==> config.mk <==
export PLATFORM = sky130hd
export DESIGN_NAME = clock_frame_replacement
export DESIGN_NICKNAME = d
export VERILOG_FILES = /design/src/hdl/cfr_pkg.sv /design/src/hdl/cfr_datapath.sv /design/src/hdl/cfr_ctrl.sv /design/src/hdl/clock_frame_replacement.sv
export SDC_FILE = /design/constraint.sdc
export NUM_CORES = 2
export LEC_CHECK = 0
export BUFFER_PORTS_ARGS = -buffer_cell sky130_fd_sc_hd__buf_4
export CORE_UTILIZATION = 30
export CTS_BUF_LIST = sky130_fd_sc_hd__clkbuf_8 sky130_fd_sc_hd__clkbuf_16
export CTS_CLUSTER_DIAMETER = 80
export DETAILED_ROUTE_END_ITERATION = 8
export PLACE_DENSITY_LB_ADDON = 0.25
export SETUP_SLACK_MARGIN = 0.05
export SKIP_LAST_GASP = 1
export SYNTH_ARGS = -nofsm -noshare
export SYNTH_HDL_FRONTEND = slang
export SYNTH_SLANG_ARGS = --single-unit
==> constraint.sdc <==
create_clock -name clk -period 10 [get_ports clk]
set_clock_uncertainty 0.1 [all_clocks]
set_input_delay 1.5 -clock clk [delete_from_list [all_inputs] [get_ports clk]]
set_output_delay 1.5 -clock clk [all_outputs]
set_load 0.02 [all_outputs]
==> src/hdl/cfr_pkg.sv <==
// Package for the clock frame replacement block: transaction structs, action and
// status codes, and the command and status structs between controller and datapath.
// No dependencies.
package cfr_pkg;

	localparam int FRAME_SLOTS_DEF = 64;
	localparam int PAGE_BITS_DEF   = 20;

	localparam int POOL_W    = 7;
	localparam int SLOT_IN_W = 6;
	localparam int PAGE_IN_W = 20;

	localparam logic [POOL_W-1:0] POOL_RESET = 7'd64;

	localparam logic [2:0] ACT_ALLOC  = 3'd0;
	localparam logic [2:0] ACT_FREE   = 3'd1;
	localparam logic [2:0] ACT_REMOVE = 3'd2;
	localparam logic [2:0] ACT_PIN    = 3'd3;
	localparam logic [2:0] ACT_UNPIN  = 3'd4;
	localparam logic [2:0] ACT_TOUCH  = 3'd5;

	localparam logic [1:0] STAT_OK         = 2'd0;
	localparam logic [1:0] STAT_NO_FRAME   = 2'd1;
	localparam logic [1:0] STAT_ALL_PINNED = 2'd2;

	typedef struct packed {
		logic [2:0]           action;
		logic [SLOT_IN_W-1:0] frame_slot;
		logic [PAGE_IN_W-1:0] map_page;
		logic                 is_write;
	} cfr_req_t;

	typedef struct packed {
		logic [1:0]           status;
		logic [SLOT_IN_W-1:0] granted_slot;
		logic                 evicted;
		logic [PAGE_IN_W-1:0] evicted_page;
		logic                 evicted_dirty;
	} cfr_rsp_t;

	typedef struct packed {
		logic latch;
		logic simple;
		logic scan_step;
		logic take_free;
		logic pin_err;
		logic sweep_init;
		logic sweep_step;
		logic victim_sel;
		logic install_victim;
	} cfr_cmd_t;

	typedef struct packed {
		logic is_alloc;
		logic idx_free;
		logic idx_last;
		logic any_unpinned;
		logic victim_hit;
	} cfr_stat_t;

endpackage

==> src/hdl/cfr_datapath.sv <==
// Datapath of the clock frame replacement block: slot flag vectors, page number
// memory, clock hand, scan counter and result register.
// Depends on cfr_pkg.
module cfr_datapath
	import cfr_pkg::*;
#(
	parameter int FRAME_SLOTS      = FRAME_SLOTS_DEF,
	parameter int PAGE_NUMBER_BITS = PAGE_BITS_DEF
) (
	input  logic              clk,
	input  logic              arst_n,
	input  cfr_req_t          req,
	input  logic              cfg_we,
	input  logic [POOL_W-1:0] cfg_wdata,
	input  cfr_cmd_t          cmd,
	output cfr_stat_t         stat,
	output cfr_rsp_t          rsp
);

	localparam int SLOT_W = $clog2(FRAME_SLOTS);
	localparam int CNT_W  = ($clog2(FRAME_SLOTS + 1) > POOL_W) ?
	                        $clog2(FRAME_SLOTS + 1) : POOL_W;
	localparam int EXT_W  = (PAGE_NUMBER_BITS > PAGE_IN_W) ? PAGE_NUMBER_BITS : PAGE_IN_W;
	localparam logic [CNT_W-1:0] SLOTS_C = CNT_W'(FRAME_SLOTS);

	logic [POOL_W-1:0]           pool_q;
	logic [FRAME_SLOTS-1:0]      valid_q;
	logic [FRAME_SLOTS-1:0]      pinned_q;
	logic [FRAME_SLOTS-1:0]      acc_q;
	logic [FRAME_SLOTS-1:0]      dirty_q;
	logic [SLOT_W-1:0]           hand_q;
	logic [SLOT_W-1:0]           idx_q;
	logic                        unp_q;
	cfr_req_t                    req_q;
	logic [SLOT_W-1:0]           victim_q;
	logic                        vic_dirty_q;
	logic [PAGE_NUMBER_BITS-1:0] rd_q;
	cfr_rsp_t                    rsp_q;
	logic [PAGE_NUMBER_BITS-1:0] owner_mem [FRAME_SLOTS];

	logic [CNT_W-1:0]            pool_raw;
	logic [CNT_W-1:0]            pool_eff;
	logic [CNT_W-1:0]            slot_ext;
	logic [SLOT_W-1:0]           slot_idx;
	logic                        slot_hit;
	logic [CNT_W-1:0]            idx_ext;
	logic [CNT_W-1:0]            hand_ext;
	logic [CNT_W-1:0]            victim_ext;
	logic [SLOT_W-1:0]           hand_start;
	logic [SLOT_W-1:0]           hand_next;
	logic                        install_en;
	logic [SLOT_W-1:0]           install_idx;
	logic [EXT_W-1:0]            page_in_ext;
	logic [EXT_W-1:0]            rd_ext;
	logic [PAGE_NUMBER_BITS-1:0] wr_page;
	logic                        rsp_en;
	cfr_rsp_t                    rsp_nxt;

	always_comb begin
		pool_raw = CNT_W'(pool_q);
		if (pool_raw == '0) begin
			pool_eff = CNT_W'(1);
		end else if (pool_raw > SLOTS_C) begin
			pool_eff = SLOTS_C;
		end else begin
			pool_eff = pool_raw;
		end
	end

	assign slot_ext   = CNT_W'(req.frame_slot);
	assign slot_idx   = slot_ext[SLOT_W-1:0];
	assign slot_hit   = (slot_ext < SLOTS_C) && valid_q[slot_idx];
	assign idx_ext    = CNT_W'(idx_q);
	assign hand_ext   = CNT_W'(hand_q);
	assign victim_ext = CNT_W'(victim_q);
	assign hand_start = (hand_ext >= pool_eff) ? '0 : hand_q;
	assign hand_next  = ((hand_ext + CNT_W'(1)) >= pool_eff) ? '0 : hand_q + SLOT_W'(1);

	assign stat.is_alloc     = (req.action == ACT_ALLOC);
	assign stat.idx_free     = !valid_q[idx_q];
	assign stat.idx_last     = ((idx_ext + CNT_W'(1)) == pool_eff);
	assign stat.any_unpinned = unp_q | !pinned_q[idx_q];
	assign stat.victim_hit   = !pinned_q[hand_q] && !acc_q[hand_q];

	assign install_en  = cmd.take_free | cmd.install_victim;
	assign install_idx = cmd.take_free ? idx_q : victim_q;
	assign page_in_ext = EXT_W'(req_q.map_page);
	assign wr_page     = page_in_ext[PAGE_NUMBER_BITS-1:0];
	assign rd_ext      = EXT_W'(rd_q);

	always_ff @(posedge clk or negedge arst_n) begin
		if (!arst_n) begin
			pool_q   <= POOL_RESET;
			valid_q  <= '0;
			pinned_q <= '0;
			acc_q    <= '0;
			dirty_q  <= '0;
			hand_q   <= '0;
			idx_q    <= '0;
			unp_q    <= 1'b0;
		end else begin
			if (cfg_we) begin
				pool_q <= cfg_wdata;
			end
			if (cmd.latch) begin
				idx_q <= '0;
				unp_q <= 1'b0;
			end
			if (cmd.simple && slot_hit) begin
				unique case (req.action)
					ACT_FREE, ACT_REMOVE: begin
						valid_q[slot_idx]  <= 1'b0;
						pinned_q[slot_idx] <= 1'b0;
						acc_q[slot_idx]    <= 1'b0;
						dirty_q[slot_idx]  <= 1'b0;
					end
					ACT_PIN: begin
						pinned_q[slot_idx] <= 1'b1;
					end
					ACT_UNPIN: begin
						pinned_q[slot_idx] <= 1'b0;
					end
					ACT_TOUCH: begin
						acc_q[slot_idx] <= 1'b1;
						if (req.is_write) begin
							dirty_q[slot_idx] <= 1'b1;
						end
					end
					default: begin
					end
				endcase
			end
			if (cmd.scan_step) begin
				idx_q <= idx_q + SLOT_W'(1);
				unp_q <= stat.any_unpinned;
			end
			if (cmd.sweep_init) begin
				hand_q <= hand_start;
			end
			if (cmd.sweep_step) begin
				if (!pinned_q[hand_q]) begin
					acc_q[hand_q] <= 1'b0;
				end
				hand_q <= hand_next;
			end
			if (cmd.victim_sel) begin
				hand_q <= hand_next;
			end
			if (install_en) begin
				valid_q[install_idx]  <= 1'b1;
				pinned_q[install_idx] <= 1'b1;
				acc_q[install_idx]    <= 1'b0;
				dirty_q[install_idx]  <= 1'b0;
			end
		end
	end

	always_ff @(posedge clk) begin
		if (install_en) begin
			owner_mem[install_idx] <= wr_page;
		end
		if (cmd.victim_sel) begin
			rd_q <= owner_mem[hand_q];
		end
	end

	always_comb begin
		rsp_nxt = '0;
		if (cmd.simple) begin
			rsp_nxt.granted_slot = req.frame_slot;
			if (req.action != ACT_ALLOC && req.action <= ACT_TOUCH && !slot_hit) begin
				rsp_nxt.status = STAT_NO_FRAME;
			end else begin
				rsp_nxt.status = STAT_OK;
			end
		end else if (cmd.take_free) begin
			rsp_nxt.status       = STAT_OK;
			rsp_nxt.granted_slot = idx_ext[SLOT_IN_W-1:0];
		end else if (cmd.pin_err) begin
			rsp_nxt.status = STAT_ALL_PINNED;
		end else if (cmd.install_victim) begin
			rsp_nxt.status        = STAT_OK;
			rsp_nxt.granted_slot  = victim_ext[SLOT_IN_W-1:0];
			rsp_nxt.evicted       = 1'b1;
			rsp_nxt.evicted_page  = rd_ext[PAGE_IN_W-1:0];
			rsp_nxt.evicted_dirty = vic_dirty_q;
		end
	end

	assign rsp_en = cmd.simple | cmd.take_free | cmd.pin_err | cmd.install_victim;

	always_ff @(posedge clk) begin
		if (cmd.latch) begin
			req_q <= req;
		end
		if (cmd.victim_sel) begin
			victim_q    <= hand_q;
			vic_dirty_q <= dirty_q[hand_q];
		end
		if (rsp_en) begin
			rsp_q <= rsp_nxt;
		end
	end

	assign rsp = rsp_q;

endmodule

==> src/hdl/cfr_ctrl.sv <==
// Controller of the clock frame replacement block: one-hot state machine that
// drives the datapath through a free-slot scan, a clock sweep and an eviction.
// Depends on cfr_pkg.
module cfr_ctrl
	import cfr_pkg::*;
(
	input  logic      clk,
	input  logic      arst_n,
	input  logic      start,
	input  cfr_stat_t stat,
	output cfr_cmd_t  cmd,
	output logic      busy,
	output logic      done
);

	typedef enum logic [4:0] {
		S_IDLE  = 5'b00001,
		S_SCAN  = 5'b00010,
		S_SWEEP = 5'b00100,
		S_EVICT = 5'b01000,
		S_DONE  = 5'b10000
	} state_t;

	state_t state_q;
	state_t state_nxt;

	always_comb begin
		cmd       = '0;
		state_nxt = state_q;
		unique case (state_q)
			S_IDLE: begin
				if (start) begin
					cmd.latch = 1'b1;
					if (stat.is_alloc) begin
						state_nxt = S_SCAN;
					end else begin
						cmd.simple = 1'b1;
						state_nxt  = S_DONE;
					end
				end
			end
			S_SCAN: begin
				priority if (stat.idx_free) begin
					cmd.take_free = 1'b1;
					state_nxt     = S_DONE;
				end else if (stat.idx_last) begin
					if (stat.any_unpinned) begin
						cmd.sweep_init = 1'b1;
						state_nxt      = S_SWEEP;
					end else begin
						cmd.pin_err = 1'b1;
						state_nxt   = S_DONE;
					end
				end else begin
					cmd.scan_step = 1'b1;
				end
			end
			S_SWEEP: begin
				if (stat.victim_hit) begin
					cmd.victim_sel = 1'b1;
					state_nxt      = S_EVICT;
				end else begin
					cmd.sweep_step = 1'b1;
				end
			end
			S_EVICT: begin
				cmd.install_victim = 1'b1;
				state_nxt          = S_DONE;
			end
			S_DONE: begin
				state_nxt = S_IDLE;
			end
			default: begin
				state_nxt = S_IDLE;
			end
		endcase
	end

	always_ff @(posedge clk or negedge arst_n) begin
		if (!arst_n) begin
			state_q <= S_IDLE;
		end else begin
			state_q <= state_nxt;
		end
	end

	assign busy = (state_q != S_IDLE);
	assign done = (state_q == S_DONE);

	a_done_single: assert property (@(posedge clk) disable iff (!arst_n)
		done |=> !done)
		else $error("result strobe held for more than one cycle");

	a_accept_busy: assert property (@(posedge clk) disable iff (!arst_n)
		(start && !busy) |=> busy)
		else $error("accepted transaction did not make the block busy");

	a_busy_cause: assert property (@(posedge clk) disable iff (!arst_n)
		$rose(busy) |-> $past(start))
		else $error("block became busy without a start");

	a_sweep_exit: assert property (@(posedge clk) disable iff (!arst_n)
		cmd.victim_sel |=> (cmd.install_victim && !done))
		else $error("eviction did not follow victim selection");

endmodule

==> src/hdl/clock_frame_replacement.sv <==
// Top level of the clock frame replacement block: frame table with clock
// replacement and pinning. Instantiates cfr_ctrl and cfr_datapath; uses cfr_pkg.
//
// Channel   Ports                    Handshake
// request   start, busy, req         taken at an edge with start high and busy low
// result    done, rsp                done high for one cycle, always taken
// config    cfg_we, cfg_wdata        pool size written at an edge with cfg_we high
//
// From the accepting edge: free, remove, pin, unpin, touch and unknown actions go straight
// to done; alloc scans up from slot 0 and takes the lowest free slot; with no free slot the
// clock sweep visits at most twice the pool and evicts the first slot neither pinned nor
// accessed, and with every slot pinned the result is all pinned. One slot is examined per cycle.
// Reset clears all slot flags, the hand and the controller; pool size resets to 64.
// The receiver cannot stall; a new request is taken in the cycle after done.
module clock_frame_replacement
	import cfr_pkg::*;
#(
	parameter int FRAME_SLOTS      = FRAME_SLOTS_DEF,
	parameter int PAGE_NUMBER_BITS = PAGE_BITS_DEF
) (
	input  logic              clk,
	input  logic              arst_n,
	input  logic              start,
	output logic              busy,
	input  cfr_req_t          req,
	output logic              done,
	output cfr_rsp_t          rsp,
	input  logic              cfg_we,
	input  logic [POOL_W-1:0] cfg_wdata
);

	cfr_cmd_t  cmd;
	cfr_stat_t stat;

	cfr_ctrl u_ctrl (
		.clk    (clk),
		.arst_n (arst_n),
		.start  (start),
		.stat   (stat),
		.cmd    (cmd),
		.busy   (busy),
		.done   (done)
	);

	cfr_datapath #(
		.FRAME_SLOTS      (FRAME_SLOTS),
		.PAGE_NUMBER_BITS (PAGE_NUMBER_BITS)
	) u_datapath (
		.clk       (clk),
		.arst_n    (arst_n),
		.req       (req),
		.cfg_we    (cfg_we),
		.cfg_wdata (cfg_wdata),
		.cmd       (cmd),
		.stat      (stat),
		.rsp       (rsp)
	);

endmodule

==> results_dict.tcl <==
set metrics [dict create \
    coreArea_um2 215000 \
    worst_pin_slew_ns 1.29 \
    cts_buffers 171 \
    root_buffer "clkbuf_16" \
    die-width_um 467 \
    clk_latency_ns 0.81 \
    multi_input_area_um2 16400 \
    ys.flop_type "edfxtp_1" \
    post_cts_resize_count 0 \
    cts_hold_buf 0 \
    num_vias 41100 \
    regToRegSetupSlack_ns 4.52 \
    syn_to_final_growth_pct 15.6 \
    slowest_delay_ns 1.01 \
    numPortBuffers 72 \
    yosysSeqAreaShare 0.737 \
    grt_overflow 0 \
    first_pass_iters 6 \
    cp_max_fo 27 \
    cap_violations 0 \
    maxSlewViolCount 0 \
    r2r-start "u_datapath.hand_q[0]" \
    p_leak_nw 24.9 \
    synth_top_area_cell "edfxtp_1" \
    die_h_um 467 \
    critPathLaunchType "flop" \
    rsz0062_at_grt "no" \
    wl_per_cell_um 30.6 \
    cp.required_ns 10.32 \
    cts_max_level 4 \
    syn_inst 4123 \
    fin_hold_ws_ns 0.407 \
    fin_crit_sh 0.548 \
    hold_class "flop to flop" \
    end_kind "flop" \
    cts_tree "done" \
    critPathSlowestCell "nor4_1" \
    gp_congestion 0.860 \
    vdd_drop_max_uv 143 \
    post_cts.repair.setup_buffers 0 \
    grt_usage 0.198 \
    ios 73 \
    cp_cell_sequence "buf_4 -> clkinv_1 -> mux2i_1 -> o21ai_0 -> nor4_1 -> nand2_1 -> nor2_4 -> buf_4" \
    synth_nets 4179 \
    cts_buffer_depth 3 \
    routed_via_density 5.72 \
    netlist_top_cells_area "edfxtp_1 63%, dfrtp_1 11%, a22oi_1 6.5%, mux4_2 1.7%, a221oi_1 1.4%" \
    rows 170 \
    n_fill_cell 20500 \
    critPathLaunch "u_datapath.hand_q[0]" \
    antenna_left 0 \
    drc 0 \
    crit_top_cell "buf_4" \
    outcome "complete, no violations" \
    pre_cts_ws_ns 4.27 \
    arrival_ns 5.80 \
    synth_warnings 0 \
    hold_viol 0 \
    grt_pass1_vias 40500 \
    synth.ff_latch_count 1638 \
    antenna_found_initial 6 \
    r2r_end "u_datapath.rd_ext[2]" \
    fin_crit_ns 5.48 \
    reg2reg_depth 8 \
    powerDensity_nw_per_um2 188 \
    netlist_area_um2 64900 \
    nets 4263 \
    seqCellArea_um2 47800 \
    async_flop_share 0.172 \
    fin_tns_setup_ns 0 \
    drive_gt1_frac 0.148 \
    wirelength_mm 220 \
    start_util 0.302 \
    grt_start_max_net_pins 131 \
    criticalPathCategory "flop to flop" \
    drt_iter0_markers 4815 \
    cts.clk_slew.worst_paths_ns 0.06 \
    grt_pass1_wl_mm 312 \
    synth_top_area_frac 0.628 \
    clkSinkCount 1638 \
    dieArea_um2 218000 \
    hpwl_mm 123 \
    setup_viol 0 \
    slew_headroom 0.139 \
    clock.fmax_mhz 183 \
    synth-edff-count 1357 \
    synth_cell_types 78 \
    crit_end "u_datapath.rd_ext[2]" \
    fin_ws_ns 4.52 \
    avgSynthCellArea_um2 15.7 \
]
## worst min-delay path by stage
| stage | from | endpoint | slack (ns) | cells after the start |
|---|---|---|---|---|
| 2_1_floorplan | u_datapath.hand_q[2] | u_datapath.victim_q[2] | 0.35 | 0 |
| 3_3_place_gp | u_datapath.valid_q[39] | u_datapath.valid_q[39] | 0.38 | 1 |
| 3_5_place_dp | u_datapath.valid_q[39] | u_datapath.valid_q[39] | 0.39 | 1 |
| 4_1_cts | u_datapath.valid_q[39] | u_datapath.valid_q[39] | 0.40 | 1 |
| 5_1_grt | u_datapath.valid_q[39] | u_datapath.valid_q[39] | 0.43 | 1 |
| 6_report | u_datapath.valid_q[0] | u_datapath.valid_q[0] | 0.41 | 1 |
## layout by cell type, fill, tap and decap left out, types with 26 or more instances in the layout
| cell | n |
|---|---|
| a21o_1 | 68 |
| a21oi_1 | 132 |
| a221o_1 | 68 |
| a221oi_1 | 100 |
| a22o_1 | 90 |
| a22oi_1 | 565 |
| a31oi_1 | 74 |
| a41oi_1 | 44 |
| and2_1 | 27 |
| and3_1 | 67 |
| buf_4 | 198 |
| clkbuf_16 | 175 |
| clkinv_1 | 38 |
| clkinv_2 | 26 |
| dfrtp_1 | 274 |
| edfxtp_1 | 1357 |
| inv_1 | 57 |
| mux2_2 | 26 |
| mux2i_1 | 52 |
| mux4_2 | 48 |
| nand2_1 | 51 |
| nand3_1 | 120 |
| nand4_1 | 102 |
| nor2_1 | 101 |
| nor2_4 | 59 |
| nor3_1 | 73 |
| nor3b_1 | 67 |
## cell usage after synthesis, drive strengths merged, types with 5 or more instances
library cell and number:
a31oi 74, mux2 26, nor4 20, a222oi 5, nand3b 14, nor2b 19
and3 69, buf 81, o21ai 23, ha 15, a21o 68, nor3 81
and2 30, a22o 90, a2111oi 6, nand4 102, a21oi 133, edfxtp 1357
inv 16, a221o 68, a32oi 6, nand3 120, a41oi 44, mux4 48
nor2 169, a22oi 570, dfrtp 279, mux2i 52, or3 5, a221oi 100
o22ai 11, nand2 51, a211oi 5, xnor2 8, clkbuf 215, nand2b 14
nor3b 69
## per-layer routing
layer	up-vias	share of wire	track usage
met5	-	0	0
met4	0	0.033	0.0667
met3	371	0.069	0.0340
met2	1841	0.46	0.312
met1	21600	0.43	0.275
li1	17200	-	-
## sequential cells by signal, indices dropped and copies added (netlist names)
name,cells
u_datapath.page_in_ext,20
u_datapath.valid_q,64
u_datapath.pool_q,7
u_datapath.unp_q,1
u_datapath.rd_ext,20
u_datapath.rsp,30
u_datapath.owner_mem,1280
u_datapath.hand_q,6
u_ctrl.state_q,5
u_datapath.pinned_q,64
u_datapath.vic_dirty_q,1
u_datapath.idx_q,6
u_datapath.dirty_q,64
u_datapath.acc_q,64
u_datapath.victim_q,6
## logic make-up after synthesis
group | Yosys count | synth area share
flops | 1638 | 0.737
compound gates | 1236 | 0.145
simple gates | 781 | 0.0656
buf+inv | 316 | 0.0194
mux | 126 | 0.0292
fa+ha+maj | 15 | 0.00289
xor+xnor | 11 | 0.00149
## through the flow
step,util,power [mW],instance area [µm²],instances
6_report,0.349,14.1,75000,7183
5_1_grt,0.349,14.5,75000,7183
4_1_cts,0.349,14.2,75000,7182
3_5_place_dp,0.324,8.04,69500,6872
3_3_place_gp,0.324,8.03,69500,6872
2_1_floorplan,-,7.83,64900,4123
## layout make-up
cell class | count | area share
Tap cell | 2838 | 0.0473
Antenna cell | 1 | 0.0000334
Multi-Input combinational cell | 2169 | 0.219
Sequential cell | 1638 | 0.637
Timing Repair Buffer | 207 | 0.0222
Inverter | 20 | 0.00103
Clock buffer | 184 | 0.0600
Clock inverter | 126 | 0.0130
## where the power goes
| group | total, mW | internal, mW | switching, mW | leakage [nW] |
|---|---|---|---|---|
| Clock | 6.23 | 3.49 | 2.75 | 2.84 |
| Sequential | 7.50 | 7.48 | 0.0211 | 16.1 |
| Combinational | 0.394 | 0.0842 | 0.310 | 5.91 |
## critical path: cells and delay by family, from the launching register on
family                 cells  cell delay (ns)
muxes                      1             0.46
AOI/OAI and AO/OA          1             0.34
DFF                        1             0.87
and+or+nand+nor            3             1.48
buffers and inverters      3             1.75
Power figures use the tool's default switching activity.
